**src/rtl/ccrc_pkg.sv**
```systemverilog
// Package: shared types and constants for the configurable CRC16/CRC32 core.
package ccrc_pkg;

   localparam int unsigned DataWidth  = 32;
   localparam int unsigned ByteWidth  = 8;
   localparam int unsigned IndexWidth = 3;

   localparam logic [IndexWidth-1:0] RegWidthMode  = 3'd0;
   localparam logic [IndexWidth-1:0] RegReflected  = 3'd1;
   localparam logic [IndexWidth-1:0] RegPolynomial = 3'd2;
   localparam logic [IndexWidth-1:0] RegPreset     = 3'd3;
   localparam logic [IndexWidth-1:0] RegOutputMask = 3'd4;

   localparam logic [DataWidth-1:0] Mask32 = 32'hFFFF_FFFF;
   localparam logic [DataWidth-1:0] Mask16 = 32'h0000_FFFF;
   localparam logic [DataWidth-1:0] Top32  = 32'h8000_0000;
   localparam logic [DataWidth-1:0] Top16  = 32'h0000_8000;

   localparam logic [DataWidth-1:0] ResetPolynomial = 32'hEDB8_8320;
   localparam logic [DataWidth-1:0] ResetPreset     = 32'hFFFF_FFFF;
   localparam logic [DataWidth-1:0] ResetOutputMask = 32'hFFFF_FFFF;

   typedef struct packed {
      logic                 width_mode;
      logic                 reflected;
      logic [DataWidth-1:0] polynomial;
      logic [DataWidth-1:0] preset_value;
      logic [DataWidth-1:0] output_mask;
   } cfg_type;

endpackage

```
**src/rtl/ccrc_csr.sv**
```systemverilog
// Configuration registers of the CRC core.
module ccrc_csr (
   input  logic                                clock,
   input  logic                                reset,
   input  logic                                csr_write_enable,
   input  logic [ccrc_pkg::IndexWidth-1:0]     csr_index,
   input  logic [ccrc_pkg::DataWidth-1:0]      csr_write_data,
   output ccrc_pkg::cfg_type                   cfg
);

   ccrc_pkg::cfg_type cfg_ff;
   ccrc_pkg::cfg_type cfg_in;

   always_comb begin
      cfg_in = cfg_ff;
      if (csr_write_enable) begin
         case (csr_index)
            ccrc_pkg::RegWidthMode:  cfg_in.width_mode   = csr_write_data[0];
            ccrc_pkg::RegReflected:  cfg_in.reflected    = csr_write_data[0];
            ccrc_pkg::RegPolynomial: cfg_in.polynomial   = csr_write_data;
            ccrc_pkg::RegPreset:     cfg_in.preset_value = csr_write_data;
            ccrc_pkg::RegOutputMask: cfg_in.output_mask  = csr_write_data;
            default: ;
         endcase
      end
   end

   always_ff @(posedge clock) begin
      if (reset) begin
         cfg_ff.width_mode   <= 1'b1;
         cfg_ff.reflected    <= 1'b1;
         cfg_ff.polynomial   <= ccrc_pkg::ResetPolynomial;
         cfg_ff.preset_value <= ccrc_pkg::ResetPreset;
         cfg_ff.output_mask  <= ccrc_pkg::ResetOutputMask;
      end else begin
         cfg_ff <= cfg_in;
      end
   end

   assign cfg = cfg_ff;

endmodule

```
**src/rtl/ccrc_fold.sv**
```systemverilog
// Byte fold: preset load, eight shift-and-XOR steps and output XOR.
module ccrc_fold (
   input  ccrc_pkg::cfg_type                cfg,
   input  logic [ccrc_pkg::DataWidth-1:0]   crc_cur,
   input  logic [ccrc_pkg::ByteWidth-1:0]   data_byte,
   input  logic                             first,
   output logic [ccrc_pkg::DataWidth-1:0]   crc_next,
   output logic [ccrc_pkg::DataWidth-1:0]   crc_result
);

   logic [ccrc_pkg::DataWidth-1:0] mask;
   logic [ccrc_pkg::DataWidth-1:0] top;
   logic [ccrc_pkg::DataWidth-1:0] poly;
   logic [ccrc_pkg::DataWidth-1:0] start;
   logic [ccrc_pkg::DataWidth-1:0] byte_msb;
   logic [ccrc_pkg::DataWidth-1:0] r;

   assign mask     = cfg.width_mode ? ccrc_pkg::Mask32 : ccrc_pkg::Mask16;
   assign top      = cfg.width_mode ? ccrc_pkg::Top32 : ccrc_pkg::Top16;
   assign poly     = cfg.polynomial & mask;
   assign byte_msb = cfg.width_mode ? {data_byte, 24'h0} : {16'h0, data_byte, 8'h0};

   always_comb begin
      if (first) begin
         start = cfg.reflected ? cfg.preset_value : ~cfg.preset_value;
      end else begin
         start = crc_cur;
      end
      r = start & mask;
      if (cfg.reflected) begin
         r = r ^ {24'h0, data_byte};
         for (int k = 0; k < ccrc_pkg::ByteWidth; k++) begin
            r = r[0] ? ((r >> 1) ^ poly) : (r >> 1);
         end
      end else begin
         r = r ^ byte_msb;
         for (int k = 0; k < ccrc_pkg::ByteWidth; k++) begin
            r = ((r << 1) & mask) ^ ((|(r & top)) ? poly : '0);
         end
      end
   end

   assign crc_next   = r & mask;
   assign crc_result = (r ^ cfg.output_mask) & mask;

endmodule

```
**src/rtl/configurable_crc16_crc32_core.sv**
```systemverilog
// Top level of the configurable CRC16/CRC32 core.
//
//  port group | dir | handshake          | payload
//  req_       | in  | req_valid/ready    | data_byte[7:0], first, last
//  rsp_       | out | rsp_valid/ready    | crc_value[31:0]
//  csr_       | in  | csr_write_enable   | index[2:0], write_data[31:0]
//
// One byte per cycle sustained unless a last byte waits. A byte is folded
// from the input register; a last byte's CRC goes into the result register.
// The running CRC register loops through the fold of one byte, 8 steps.
// Synchronous reset clears control state and restores configuration defaults.
// A last byte waits in the input register while a result is held by rsp_ready.
module configurable_crc16_crc32_core (
   input  logic                                clock,
   input  logic                                reset,
   input  logic                                req_valid,
   output logic                                req_ready,
   input  logic [ccrc_pkg::ByteWidth-1:0]      req_data_byte,
   input  logic                                req_first,
   input  logic                                req_last,
   output logic                                rsp_valid,
   input  logic                                rsp_ready,
   output logic [ccrc_pkg::DataWidth-1:0]      rsp_crc_value,
   input  logic                                csr_write_enable,
   input  logic [ccrc_pkg::IndexWidth-1:0]     csr_index,
   input  logic [ccrc_pkg::DataWidth-1:0]      csr_write_data
);

   ccrc_pkg::cfg_type cfg;

   logic                              s1_valid_ff;
   logic                              s1_valid_in;
   logic [ccrc_pkg::ByteWidth-1:0]    s1_byte_ff;
   logic                              s1_first_ff;
   logic                              s1_last_ff;
   logic [ccrc_pkg::DataWidth-1:0]    crc_ff;
   logic [ccrc_pkg::DataWidth-1:0]    crc_in;
   logic                              rsp_valid_ff;
   logic                              rsp_valid_in;
   logic [ccrc_pkg::DataWidth-1:0]    rsp_crc_ff;
   logic [ccrc_pkg::DataWidth-1:0]    crc_result;
   logic                              out_free;
   logic                              s1_fire;
   logic                              req_take;

   ccrc_csr u_csr (
      .clock            (clock),
      .reset            (reset),
      .csr_write_enable (csr_write_enable),
      .csr_index        (csr_index),
      .csr_write_data   (csr_write_data),
      .cfg              (cfg)
   );

   ccrc_fold u_fold (
      .cfg        (cfg),
      .crc_cur    (crc_ff),
      .data_byte  (s1_byte_ff),
      .first      (s1_first_ff),
      .crc_next   (crc_in),
      .crc_result (crc_result)
   );

   assign out_free  = !rsp_valid_ff || rsp_ready;
   assign s1_fire   = s1_valid_ff && (!s1_last_ff || out_free);
   assign req_ready = !s1_valid_ff || s1_fire;
   assign req_take  = req_valid && req_ready;

   assign s1_valid_in  = req_take || (s1_valid_ff && !s1_fire);
   assign rsp_valid_in = (s1_fire && s1_last_ff) || (rsp_valid_ff && !rsp_ready);

   always_ff @(posedge clock) begin
      if (reset) begin
         s1_valid_ff  <= 1'b0;
         rsp_valid_ff <= 1'b0;
         crc_ff       <= '0;
      end else begin
         s1_valid_ff  <= s1_valid_in;
         rsp_valid_ff <= rsp_valid_in;
         if (s1_fire) begin
            crc_ff <= crc_in;
         end
      end
   end

   always_ff @(posedge clock) begin
      if (req_take) begin
         s1_byte_ff  <= req_data_byte;
         s1_first_ff <= req_first;
         s1_last_ff  <= req_last;
      end
      if (s1_fire && s1_last_ff) begin
         rsp_crc_ff <= crc_result;
      end
   end

   assign rsp_valid     = rsp_valid_ff;
   assign rsp_crc_value = rsp_crc_ff;

endmodule

```
**config.mk**
```make
export PLATFORM = sky130hd
export DESIGN_NAME = configurable_crc16_crc32_core
export DESIGN_NICKNAME = d
export VERILOG_FILES = /design/src/rtl/ccrc_pkg.sv /design/src/rtl/ccrc_csr.sv /design/src/rtl/ccrc_fold.sv /design/src/rtl/configurable_crc16_crc32_core.sv
export SDC_FILE = /design/constraint.sdc
export NUM_CORES = 1
export LEC_CHECK = 0
export ABC_AREA = 1
export BUFFER_PORTS_ARGS = -buffer_cell sky130_fd_sc_hd__buf_2
export CAP_MARGIN = 30
export CORE_MARGIN = 1.5
export CORE_UTILIZATION = 59
export DETAILED_ROUTE_END_ITERATION = 7
export PLACE_DENSITY_LB_ADDON = 0.08
export SYNTH_ARGS = -nofsm -noshare
export SYNTH_HDL_FRONTEND = slang
export SYNTH_SLANG_ARGS = --single-unit
```
**constraint.sdc**
```tcl
create_clock -name clock -period 6.6 [get_ports clock]
set_input_delay 0.33 -clock clock [delete_from_list [all_inputs] [get_ports clock]]
set_output_delay 0.33 -clock clock [all_outputs]
set_load 0.01 [all_outputs]
```
Yosys cells after proc, flatten, opt, wreduce, memory -nomap -nowiden. Index checks and enable logic that the tools add are counted.

Register bits: 174. Word-level logic and storage cells: 107. Input bits: 50.

Mux-type cells: 22. Reduce and logical (&&, ||, !) cells: 29. Bitwise operators: 40. Equal/unequal tests: 4.

Operator list (number): 2-to-1 mux 32 bit (22); bitwise AND 32 bit (20); XOR 32 bit (10); OR reduction 32 bit (8); XOR 31 x 32 -> 32 bit (8); inverter 32 bit (1); XOR 32 x 8 -> 32 bit (1); AND reduction 2 bit (5); == test 3 x 2 -> 1 bit (second input constant) (2); logical AND 1 bit (5); zero test 1 bit (5); logical OR 1 bit (5); == test 3 x 1 -> 1 bit (second input constant) (1); == test 3 bit (second input constant) (1); zero test 3 bit (1).

Logic depth before layout (Yosys ltp). Gate-level depths: netlist (run 1).

Depth in word-level cells: 40. Gate-level depth with buffers: 39.

Hierarchy. A second synthesis (run 1) with hierarchy kept.

Cells, all modules: 2717. Area total of the unflattened synthesis: 16694.8 µm².

Modules (own cells, without submodules): ccrc_fold (cells an instance 1972, instances 1, area an instance 10287.4 µm²); ccrc_csr (cells an instance 478, instances 1, area an instance 3599.7 µm²); configurable_crc16_crc32_core (cells an instance 267, instances 1, area an instance 2807.7 µm²).

Worst setup path after synthesis (run 1). No wires, ideal clock.

Kind: register to register. Start: reg s1_first_ff. End: reg rsp_crc_ff (netlist bit rsp_crc_value[26]), data pin. Buffers on the path: 2. Arrival time: 3668 ps. Required time: 6345 ps. Setup slack: 2677 ps. Cell stages (with the launch flop): 33. Library setup time: 255 ps. Path through: edfxtp_1 buf_2 nor2_1 nor2_1 nand2_2 nand2_1 nand2_2 nand3_1 nand2_1 nand2_2 nor2_1 nand2_1 nand2_2 nand2_1 or2_4 nand2_4 nand2_1 xnor2_1 nand3b_1 nand2_2 nand2_1 or2_1 nand2_4 inv_2 nand3_1 nand2_1 buf_6 clkinv_4 nand2_1 a21oi_1 o21ai_1 a21oi_1 nor2_1.

Cells in the longest elaborated chain, start to end: 38.

RTL lines: from (decl) (line configurable_crc16_crc32_core.sv:34) `logic s1_first_ff;`; from (signal assigned) (line configurable_crc16_crc32_core.sv:89) `s1_first_ff <= req_first;`; 2-to-1 mux 32 bit (*) (line ccrc_fold.sv:24) `if (first) begin`; bitwise AND 32 bit (*) (line ccrc_fold.sv:29) `r = start & mask;`; XOR 32 bit (line ccrc_fold.sv:36) `r = r ^ byte_msb;`; bitwise AND 32 bit (line ccrc_fold.sv:38) `r = ((r << 1) & mask) ^ ((|(r & top)) ? poly : '0);`; OR reduction 32 bit (line ccrc_fold.sv:38); 2-to-1 mux 32 bit (line ccrc_fold.sv:38); XOR 32 bit (line ccrc_fold.sv:38); bitwise AND 32 bit (line ccrc_fold.sv:38); [23 not listed]; bitwise AND 32 bit (line ccrc_fold.sv:38); OR reduction 32 bit (line ccrc_fold.sv:38); 2-to-1 mux 32 bit (line ccrc_fold.sv:38); XOR 32 bit (line ccrc_fold.sv:38); 2-to-1 mux 32 bit (*) (line ccrc_fold.sv:30) `if (cfg.reflected) begin`; XOR 32 bit (*) (line ccrc_fold.sv:44) `assign crc_result = (r ^ cfg.output_mask) & mask;`; bitwise AND 32 bit (*) (line ccrc_fold.sv:44); net crc_result, one bit (line configurable_crc16_crc32_core.sv:41) `logic [ccrc_pkg::DataWidth-1:0] crc_result;`; to (signal assigned) (line configurable_crc16_crc32_core.sv:93) `rsp_crc_ff <= crc_result;`; to (decl) (line configurable_crc16_crc32_core.sv:40) `logic [ccrc_pkg::DataWidth-1:0] rsp_crc_ff;`.

The timed path passes the listed nets; every way through them passes the cells marked *. A chain may end at the register's enable or synchronous reset.

Worst setup path in the final report (run 1).
Start: reg u_csr.cfg_ff (netlist bit u_csr.cfg[97]). End: reg rsp_crc_ff (netlist bit rsp_crc_value[15]), data pin.

Cells in the longest elaborated chain, start to end: 38.

RTL lines: from (decl) (line ccrc_csr.sv:11) `ccrc_pkg::cfg_type cfg_ff;`; from (signal assigned) (line ccrc_csr.sv:36) `cfg_ff <= cfg_in;`; 2-to-1 mux 32 bit (line ccrc_fold.sv:18) `assign mask = cfg.width_mode ? ccrc_pkg::Mask32 : ccrc_pkg::Mask16;`; bitwise AND 32 bit (line ccrc_fold.sv:29); XOR 32 bit (line ccrc_fold.sv:36); bitwise AND 32 bit (line ccrc_fold.sv:38); OR reduction 32 bit (line ccrc_fold.sv:38); 2-to-1 mux 32 bit (line ccrc_fold.sv:38); XOR 32 bit (line ccrc_fold.sv:38); bitwise AND 32 bit (line ccrc_fold.sv:38); [23 not listed]; bitwise AND 32 bit (line ccrc_fold.sv:38); OR reduction 32 bit (line ccrc_fold.sv:38); 2-to-1 mux 32 bit (line ccrc_fold.sv:38); XOR 32 bit (line ccrc_fold.sv:38); 2-to-1 mux 32 bit (*) (line ccrc_fold.sv:30); XOR 32 bit (*) (line ccrc_fold.sv:44); bitwise AND 32 bit (*) (line ccrc_fold.sv:44); net crc_result, one bit (line configurable_crc16_crc32_core.sv:41).

Marked as above.

==> metrics.txt, run 1 <==
# TYPE chip_impl_metric gauge
chip_impl_info{name="outcome",value="complete, no violations"} 1
chip_impl_metric{name="num_antenna_cells",unit=""} 0
chip_impl_info{name="cp-end-kind",value="flip-flop"} 1
chip_impl_metric{name="power-per-cell-area",unit="nW/µm²"} 563
chip_impl_info{name="highest_layer",value="met4"} 1
chip_impl_metric{name="synth_edf_count",unit=""} 42
chip_impl_metric{name="drive_above_1_share",unit="%"} 8.59
chip_impl_metric{name="report.final.setup_viol",unit=""} 0
chip_impl_metric{name="grt_overflow_total",unit=""} 0
chip_impl_metric{name="viasPerCell",unit=""} 6.02
chip_impl_metric{name="rows",unit=""} 60
chip_impl_metric{name="synth.cell_area",unit="µm²"} 16100
chip_impl_metric{name="grt_start_max_net_pins",unit=""} 67
chip_impl_metric{name="grt_total_usage",unit="%"} 40.9
chip_impl_metric{name="slew_headroom",unit="%"} 34.3
chip_impl_metric{name="synth_fp_nets",unit=""} 2617
chip_impl_metric{name="cpPeakStageDelay",unit="ns"} 0.56
chip_impl_metric{name="synth_warnings",unit=""} 0
chip_impl_info{name="crit_type",value="reg2reg"} 1
chip_impl_metric{name="fin_setup_tns",unit="ns"} 0
chip_impl_metric{name="io_buffers",unit=""} 83
chip_impl_metric{name="cts_buffers",unit=""} 17
chip_impl_metric{name="tightestPinTransition",unit="ns"} 0.984
chip_impl_metric{name="wirelength_met1",unit="mm"} 24.8
chip_impl_info{name="critPathLaunchType",value="flip-flop"} 1
chip_impl_info{name="clock_root_buffer",value="sky130_fd_sc_hd__clkbuf_16"} 1
chip_impl_metric{name="fp.coreArea",unit="µm²"} 26900
chip_impl_metric{name="dp.final_hpwl",unit="mm"} 40.0
chip_impl_metric{name="finalNetCount",unit=""} 2609
chip_impl_metric{name="die_x",unit="µm"} 168
chip_impl_metric{name="layout.area.seq",unit="µm²"} 3910
chip_impl_metric{name="die-area",unit="µm²"} 28300
chip_impl_metric{name="finalHoldViolCount",unit=""} 0
chip_impl_info{name="regToRegStartpoint",value="u_csr.cfg[97]$_SDFFE_PP1P_"} 1
chip_impl_metric{name="multi_input_comb_area",unit="µm²"} 10600
chip_impl_metric{name="drv.max_cap_violation_count",unit=""} 0
chip_impl_metric{name="gp_congestion",unit=""} 1.01
chip_impl_metric{name="postSynthRegisterBits",unit=""} 174
chip_impl_metric{name="wl_met2",unit="mm"} 23.5
chip_impl_info{name="startpoint",value="u_csr.cfg[97]$_SDFFE_PP1P_"} 1
chip_impl_metric{name="arrival",unit="ns"} 6.40
chip_impl_metric{name="antenna_found_initial",unit=""} 0
chip_impl_metric{name="vdd.ir_drop.worst",unit="V"} 0.000514
chip_impl_metric{name="drt_first_pass_iters",unit=""} 6
chip_impl_info{name="hold_path_class",value="in2reg"} 1
chip_impl_info{name="cpLargestDelayFamily",value="simple AND/OR/NAND/NOR gates"} 1
chip_impl_metric{name="total_placed_instance_area",unit="µm²"} 16600
chip_impl_info{name="cts_tree",value="built"} 1
chip_impl_metric{name="post_synthesis_async_set_or_reset_flop_share",unit="%"} 0
chip_impl_metric{name="crit_buf_inv",unit=""} 4
chip_impl_metric{name="floorplan.initialDensity",unit="%"} 59.9
chip_impl_metric{name="required",unit="ns"} 6.80
chip_impl_metric{name="drv_slew",unit=""} 0
chip_impl_metric{name="cts_num_sinks",unit=""} 174
chip_impl_metric{name="synth_cell_type_count",unit=""} 43
chip_impl_metric{name="fin_skew",unit="ns"} 0.0221
chip_impl_metric{name="drc_errors",unit=""} 0
chip_impl_metric{name="dr_total_vias",unit=""} 17500
chip_impl_metric{name="post-route-period-util",unit="%"} 93.9
chip_impl_info{name="critPathMostFrequentCell",value="sky130_fd_sc_hd__nand2_1"} 1
chip_impl_info{name="synth_top_flop_cell",value="sky130_fd_sc_hd__dfxtp_1"} 1
chip_impl_metric{name="first_pass_grt_wire_length",unit="mm"} 89.9
chip_impl_metric{name="postSynthCellCount",unit=""} 2567
chip_impl_metric{name="drt-wirelength-per-cell",unit="µm"} 19.8
chip_impl_metric{name="area_growth_syn_to_layout",unit="%"} 7.36
chip_impl_metric{name="synth-seq-area-share",unit="%"} 24.2
chip_impl_info{name="min_from",value="req_data_byte[5]"} 1
chip_impl_metric{name="holdBufCountCts",unit=""} 0
chip_impl_metric{name="leakagePower",unit="nW"} 8.41
chip_impl_metric{name="io_pins",unit=""} 84
chip_impl_metric{name="ant_nets",unit=""} 0
chip_impl_metric{name="n_fill_cell",unit=""} 2578
chip_impl_metric{name="clk_pin_slew_worst_paths",unit="ns"} 0.09
chip_impl_metric{name="drt-total-wl",unit="mm"} 57.8
chip_impl_metric{name="clkLatencyLatePin",unit="ns"} 0.46
chip_impl_info{name="cpMaxStageDelayCell",value="sky130_fd_sc_hd__dfxtp_2"} 1
chip_impl_metric{name="fin_area",unit="µm²"} 17300
chip_impl_metric{name="dieHeight",unit="µm"} 168
chip_impl_metric{name="clockBufferDepth",unit=""} 2
chip_impl_metric{name="period_minus_slack",unit="ns"} 6.19
chip_impl_metric{name="met3_wirelength",unit="mm"} 8.49
chip_impl_info{name="grt_setup_unrepaired",value="no"} 1
chip_impl_metric{name="detail_route.iter0.violations",unit=""} 2671
chip_impl_metric{name="cts_htree_levels",unit=""} 4
chip_impl_metric{name="max_freq",unit="MHz"} 161
chip_impl_metric{name="syn_avg_cell_area",unit="µm²"} 6.28
chip_impl_metric{name="first_global_vias",unit=""} 15600
chip_impl_metric{name="crit_path_max_fanout",unit=""} 31
==> repair_timing <==
item | CTS | global route
endpoints found under the setup margin | 0 | 48
resized for setup | 0 | 5
buffers inserted | 0 | 4
==> state kept, by name, summed over array words and instances, names as in the netlist <==
register       cells
u_csr.cfg         98
crc_ff            32
rsp_crc_value     32
s1_byte_ff         8
rsp_valid          1
s1_first_ff        1
s1_last_ff         1
s1_valid_ff        1
==> cells by family (layout without fill, tap and decap cells) <==
group	Yosys count	after routing	synth area share, %
muxes	1	1	0.0621
xor gates and xnor gates	369	369	20.2
AOI/OAI and AO/OA	218	218	7.53
DFF	174	174	24.2
buffers and inverters	392	397	9.89
and+or+nand+nor	1413	1413	38.1
==> metal layers <==
| layer | up-vias | global-route usage (%) |
|---|---|---|
| met2 | 1196 | 58.5 |
| li1 | 8172 | - |
| met4 | 0 | 9.05 |
| met3 | 85 | 10.7 |
| met1 | 8075 | 60.9 |
| met5 | - | 0 |
==> metrics by stage <==
step	worst slack [ns]	total power [mW]	instances	hold slack (ns)	utilization (%)
finish	0.405	9.73	2913	0.0397	64.3
global route	0.0210	10.4	2913	0.0342	64.3
CTS	0.342	9.44	2907	0.0354	64.1
detailed placement	0.352	8.33	2875	0.445	61.8
global placement	0.426	8.22	2875	0.438	61.8
floorplan	2.68	6.70	2567	0.429	-
==> worst reg2reg max path, delay by kind of cell (launching register included) <==
family	cells	cell delay, ns
xor+xnor	1	0.20
flops	1	0.56
buf+inv	4	0.93
simple gates	25	4.27
==> power breakdown <==
part | internal, mW | switching (mW)
Sequential | 1.26 | 0.0546
Combinational | 2.24 | 5.12
Clock | 0.518 | 0.545
Total | 4.01 | 5.72
==> worst paths after layout <==
check / slack [ns] / endpoint / cells after the start
worst min-delay path: 0.04 / s1_byte_ff[5]$_DFFE_PP_ / 1
worst min register to register: 0.47 / crc_ff[17]$_SDFFE_PP0P_ / 2
worst max-delay path: 0.41 / rsp_crc_value[15]$_DFFE_PP_ / 30
worst max register to register: 0.41 / rsp_crc_value[15]$_DFFE_PP_ / 30
==> final cells by class <==
class                           instances  share of cell area (%)
Sequential cell                       174                    22.6
Timing Repair Buffer                  143                    5.09
Clock buffer                           17                    2.46
Multi-Input combinational cell       2001                    61.5
Clock inverter                         15                    1.06
Inverter                              222                    4.86
Tap cell                              341                    2.47
==> Yosys cell counts (36+ instances only) <==
cell type,n,area (µm²)
sky130_fd_sc_hd__nand2_1,751,2820
sky130_fd_sc_hd__o21ai_0,55,275
sky130_fd_sc_hd__nand3_1,312,1560
sky130_fd_sc_hd__buf_1,41,154
sky130_fd_sc_hd__inv_1,200,751
sky130_fd_sc_hd__xnor2_1,137,1200
sky130_fd_sc_hd__o21ai_1,36,180
sky130_fd_sc_hd__dfxtp_1,132,2640
sky130_fd_sc_hd__nand4_1,96,601
sky130_fd_sc_hd__a21oi_1,80,400
sky130_fd_sc_hd__nor2_1,207,777
sky130_fd_sc_hd__clkbuf_1,82,308
sky130_fd_sc_hd__xor2_1,230,2010
sky130_fd_sc_hd__edfxtp_1,42,1260
==> cell usage in the layout (no fill, tap or decap), types with 14 or more instances in the layout <==
master and count:
sky130_fd_sc_hd__o211ai_1 28, sky130_fd_sc_hd__xor2_1 230, sky130_fd_sc_hd__clkbuf_16 17, sky130_fd_sc_hd__inv_1 199
sky130_fd_sc_hd__dfxtp_1 130, sky130_fd_sc_hd__nor2_1 207, sky130_fd_sc_hd__nand2_1 750, sky130_fd_sc_hd__xnor2_1 137
sky130_fd_sc_hd__o21ai_1 36, sky130_fd_sc_hd__o21ai_0 55, sky130_fd_sc_hd__nand4_1 96, sky130_fd_sc_hd__inv_2 14
sky130_fd_sc_hd__buf_4 54, sky130_fd_sc_hd__nand3b_1 22, sky130_fd_sc_hd__a21oi_1 80, sky130_fd_sc_hd__nand3_1 312
sky130_fd_sc_hd__buf_2 83, sky130_fd_sc_hd__edfxtp_1 42
No activity file was read; power rests on OpenSTA's default activity.
==> run 2: changes to the inputs <==
--- a/config.mk
+++ b/config.mk
@@ -9,7 +9,7 @@
 export BUFFER_PORTS_ARGS = -buffer_cell sky130_fd_sc_hd__buf_2
 export CAP_MARGIN = 30
 export CORE_MARGIN = 1.5
-export CORE_UTILIZATION = 59
+export CORE_UTILIZATION = 61
 export DETAILED_ROUTE_END_ITERATION = 7
 export PLACE_DENSITY_LB_ADDON = 0.08
 export SYNTH_ARGS = -nofsm -noshare
==> metrics.txt, run 2 (synthesis gave the netlist of run 1 again) <==
# TYPE chip_impl_metric gauge
chip_impl_metric{name="fp.coreArea",unit="µm²"} 26000
chip_impl_metric{name="arrival",unit="ns"} 6.31
chip_impl_metric{name="drt-wirelength-per-cell",unit="µm"} 19.6
chip_impl_metric{name="drive_above_1_share",unit="%"} 8.31
chip_impl_metric{name="cts_num_sinks",unit=""} 174
chip_impl_info{name="cpMaxStageDelayCell",value="sky130_fd_sc_hd__dfxtp_4"} 1
chip_impl_metric{name="slew_headroom",unit="%"} 29.9
chip_impl_metric{name="num_antenna_cells",unit=""} 0
chip_impl_metric{name="tightestPinTransition",unit="ns"} 1.04
chip_impl_info{name="critPathMostFrequentCell",value="sky130_fd_sc_hd__nand2_1"} 1
chip_impl_metric{name="io_pins",unit=""} 84
chip_impl_metric{name="io_buffers",unit=""} 83
chip_impl_metric{name="cpPeakStageDelay",unit="ns"} 0.45
chip_impl_metric{name="place_inst",unit=""} 2866
chip_impl_metric{name="antenna_found_initial",unit=""} 1
chip_impl_metric{name="clk_pin_slew_worst_paths",unit="ns"} 0.09
chip_impl_metric{name="detail_route.iter0.violations",unit=""} 2483
chip_impl_info{name="outcome",value="complete, no violations"} 1
chip_impl_metric{name="leakagePower",unit="nW"} 8.38
chip_impl_metric{name="period_minus_slack",unit="ns"} 6.10
chip_impl_metric{name="drv_slew",unit=""} 0
chip_impl_metric{name="fin_worst_hold_slack",unit="ns"} 0.0531
chip_impl_metric{name="first_pass_grt_wire_length",unit="mm"} 86.0
chip_impl_metric{name="rows",unit=""} 59
chip_impl_metric{name="ant_nets",unit=""} 0
chip_impl_metric{name="crit_path_max_fanout",unit=""} 31
chip_impl_metric{name="drv.max_cap_violation_count",unit=""} 0
chip_impl_metric{name="dr_total_vias",unit=""} 17300
chip_impl_metric{name="area_growth_syn_to_layout",unit="%"} 7.01
chip_impl_metric{name="power-per-cell-area",unit="nW/µm²"} 560
chip_impl_metric{name="max_freq",unit="MHz"} 164
chip_impl_metric{name="clockBufferDepth",unit=""} 2
chip_impl_info{name="clock_root_buffer",value="sky130_fd_sc_hd__clkbuf_16"} 1
chip_impl_metric{name="grt_total_usage",unit="%"} 41.4
chip_impl_metric{name="critical_path_depth",unit=""} 29
chip_impl_metric{name="fin_setup_tns",unit="ns"} 0
chip_impl_metric{name="report.final.setup_viol",unit=""} 0
chip_impl_metric{name="drc_errors",unit=""} 0
chip_impl_metric{name="viasPerCell",unit=""} 5.96
chip_impl_metric{name="finalHoldViolCount",unit=""} 0
chip_impl_metric{name="gp_congestion",unit=""} 0.989
chip_impl_metric{name="fin_area",unit="µm²"} 17200
chip_impl_metric{name="finalNetCount",unit=""} 2601
chip_impl_metric{name="die_x",unit="µm"} 166
chip_impl_info{name="crit_type",value="reg2reg"} 1
chip_impl_info{name="cp-end-kind",value="flip-flop"} 1
chip_impl_metric{name="worst_r2r_path_depth",unit=""} 29
chip_impl_info{name="cts_tree",value="built"} 1
chip_impl_info{name="final_common_cell",value="sky130_fd_sc_hd__nand2_1"} 1
chip_impl_metric{name="vdd.ir_drop.worst",unit="V"} 0.000787
chip_impl_metric{name="required",unit="ns"} 6.81
chip_impl_metric{name="dp.final_hpwl",unit="mm"} 39.5
chip_impl_metric{name="final_cell_count_no_fill",unit=""} 2899
chip_impl_metric{name="drt_first_pass_iters",unit=""} 7
chip_impl_metric{name="die-area",unit="µm²"} 27400
chip_impl_metric{name="crit_buf_inv",unit=""} 6
chip_impl_metric{name="grt_start_max_net_pins",unit=""} 57
chip_impl_metric{name="cts_htree_levels",unit=""} 4
chip_impl_metric{name="drt-total-wl",unit="mm"} 56.8
chip_impl_info{name="hold_path_class",value="in2reg"} 1
chip_impl_metric{name="clkLatencyLatePin",unit="ns"} 0.45
chip_impl_metric{name="cts_buffers",unit=""} 17
chip_impl_info{name="critPathLaunchType",value="flip-flop"} 1
chip_impl_metric{name="post-route-period-util",unit="%"} 92.4
chip_impl_metric{name="dieHeight",unit="µm"} 166
chip_impl_metric{name="n_fill_cell",unit=""} 2436
chip_impl_metric{name="largest_reg_flops",unit=""} 98
chip_impl_metric{name="cell_depth_of_the_worst_hold_path",unit=""} 1
chip_impl_info{name="cpLargestDelayFamily",value="simple AND/OR/NAND/NOR gates"} 1
chip_impl_metric{name="total_placed_instance_area",unit="µm²"} 16600
chip_impl_metric{name="floorplan.initialDensity",unit="%"} 62.0
chip_impl_metric{name="fin_skew",unit="ns"} 0.0302
chip_impl_metric{name="first_global_vias",unit=""} 15000
chip_impl_info{name="layout_common_cells",value="sky130_fd_sc_hd__nand2_1 (750), sky130_fd_sc_hd__nand3_1 (312), sky130_fd_sc_hd__xor2_1 (230)"} 1
chip_impl_metric{name="grt_overflow_total",unit=""} 0
run 2: final cells by class:
type	instances	area (µm²)	area share [%]
flip-flops and latches	174	3910	22.7
clock inverters	14	149	0.864
inverters	222	846	4.91
multi-input cells	2001	10600	61.7
well taps	335	419	2.43
clock buffers	18	439	2.55
repair buffers	135	845	4.90
run 2: what timing repair did:
action / 4_1_cts / 5_1_grt
setup buffers: 0 / 1
resized for setup: 0 / 14
hold buffers: 0 / 0
hold endpoints to repair: 0 / 0
endpoints found under the setup margin: 0 / 58
run 2: where the power goes:
group	internal (mW)	switching, mW	total (mW)
logic	2.23	5.03	7.26
registers	1.26	0.0610	1.32
clock network	0.518	0.550	1.07
run 2: through the flow:
step | utilization (%) | total power [mW] | setup WS [ns]
3_3_place_gp | 63.8 | 8.14 | 0.548
3_5_place_dp | 63.9 | 8.27 | 0.455
5_1_grt | 66.3 | 10.4 | -0.0526
4_1_cts | 66.1 | 9.39 | 0.407
2_1_floorplan | - | 6.70 | 2.68
6_report | 66.3 | 9.65 | 0.502
run 2: worst paths after layout:
path	to	slack, ns	start
worst max-delay path	rsp_crc_value[14]$_DFFE_PP_	0.50	u_csr.cfg[96]$_SDFFE_PP1P_
worst min-delay path	s1_byte_ff[3]$_DFFE_PP_	0.05	req_data_byte[3]
worst max register to register	rsp_crc_value[14]$_DFFE_PP_	0.50	u_csr.cfg[96]$_SDFFE_PP1P_
worst min register to register	crc_ff[17]$_SDFFE_PP0P_	0.47	crc_ff[17]$_SDFFE_PP0P_
run 2: per-layer routing:
layer  wire length (µm)  track usage (%)  up-vias
met1              24200             61.2     7913
met5                 13                0        -
met3               8190             12.0       97
met2              23300             58.0     1101
li1                   -                -     8162
met4               1120             10.1        2
run 2: worst reg2reg max path: cells and delay by family, from the launching register on:
family                 cells  cell delay [ns]
AND/OR/NAND/NOR           16             1.99
buffers and inverters      6             1.75
XOR/XNOR                   4             0.97
AO/OA/AOI/OAI              3             0.74
flip-flops                 1             0.45
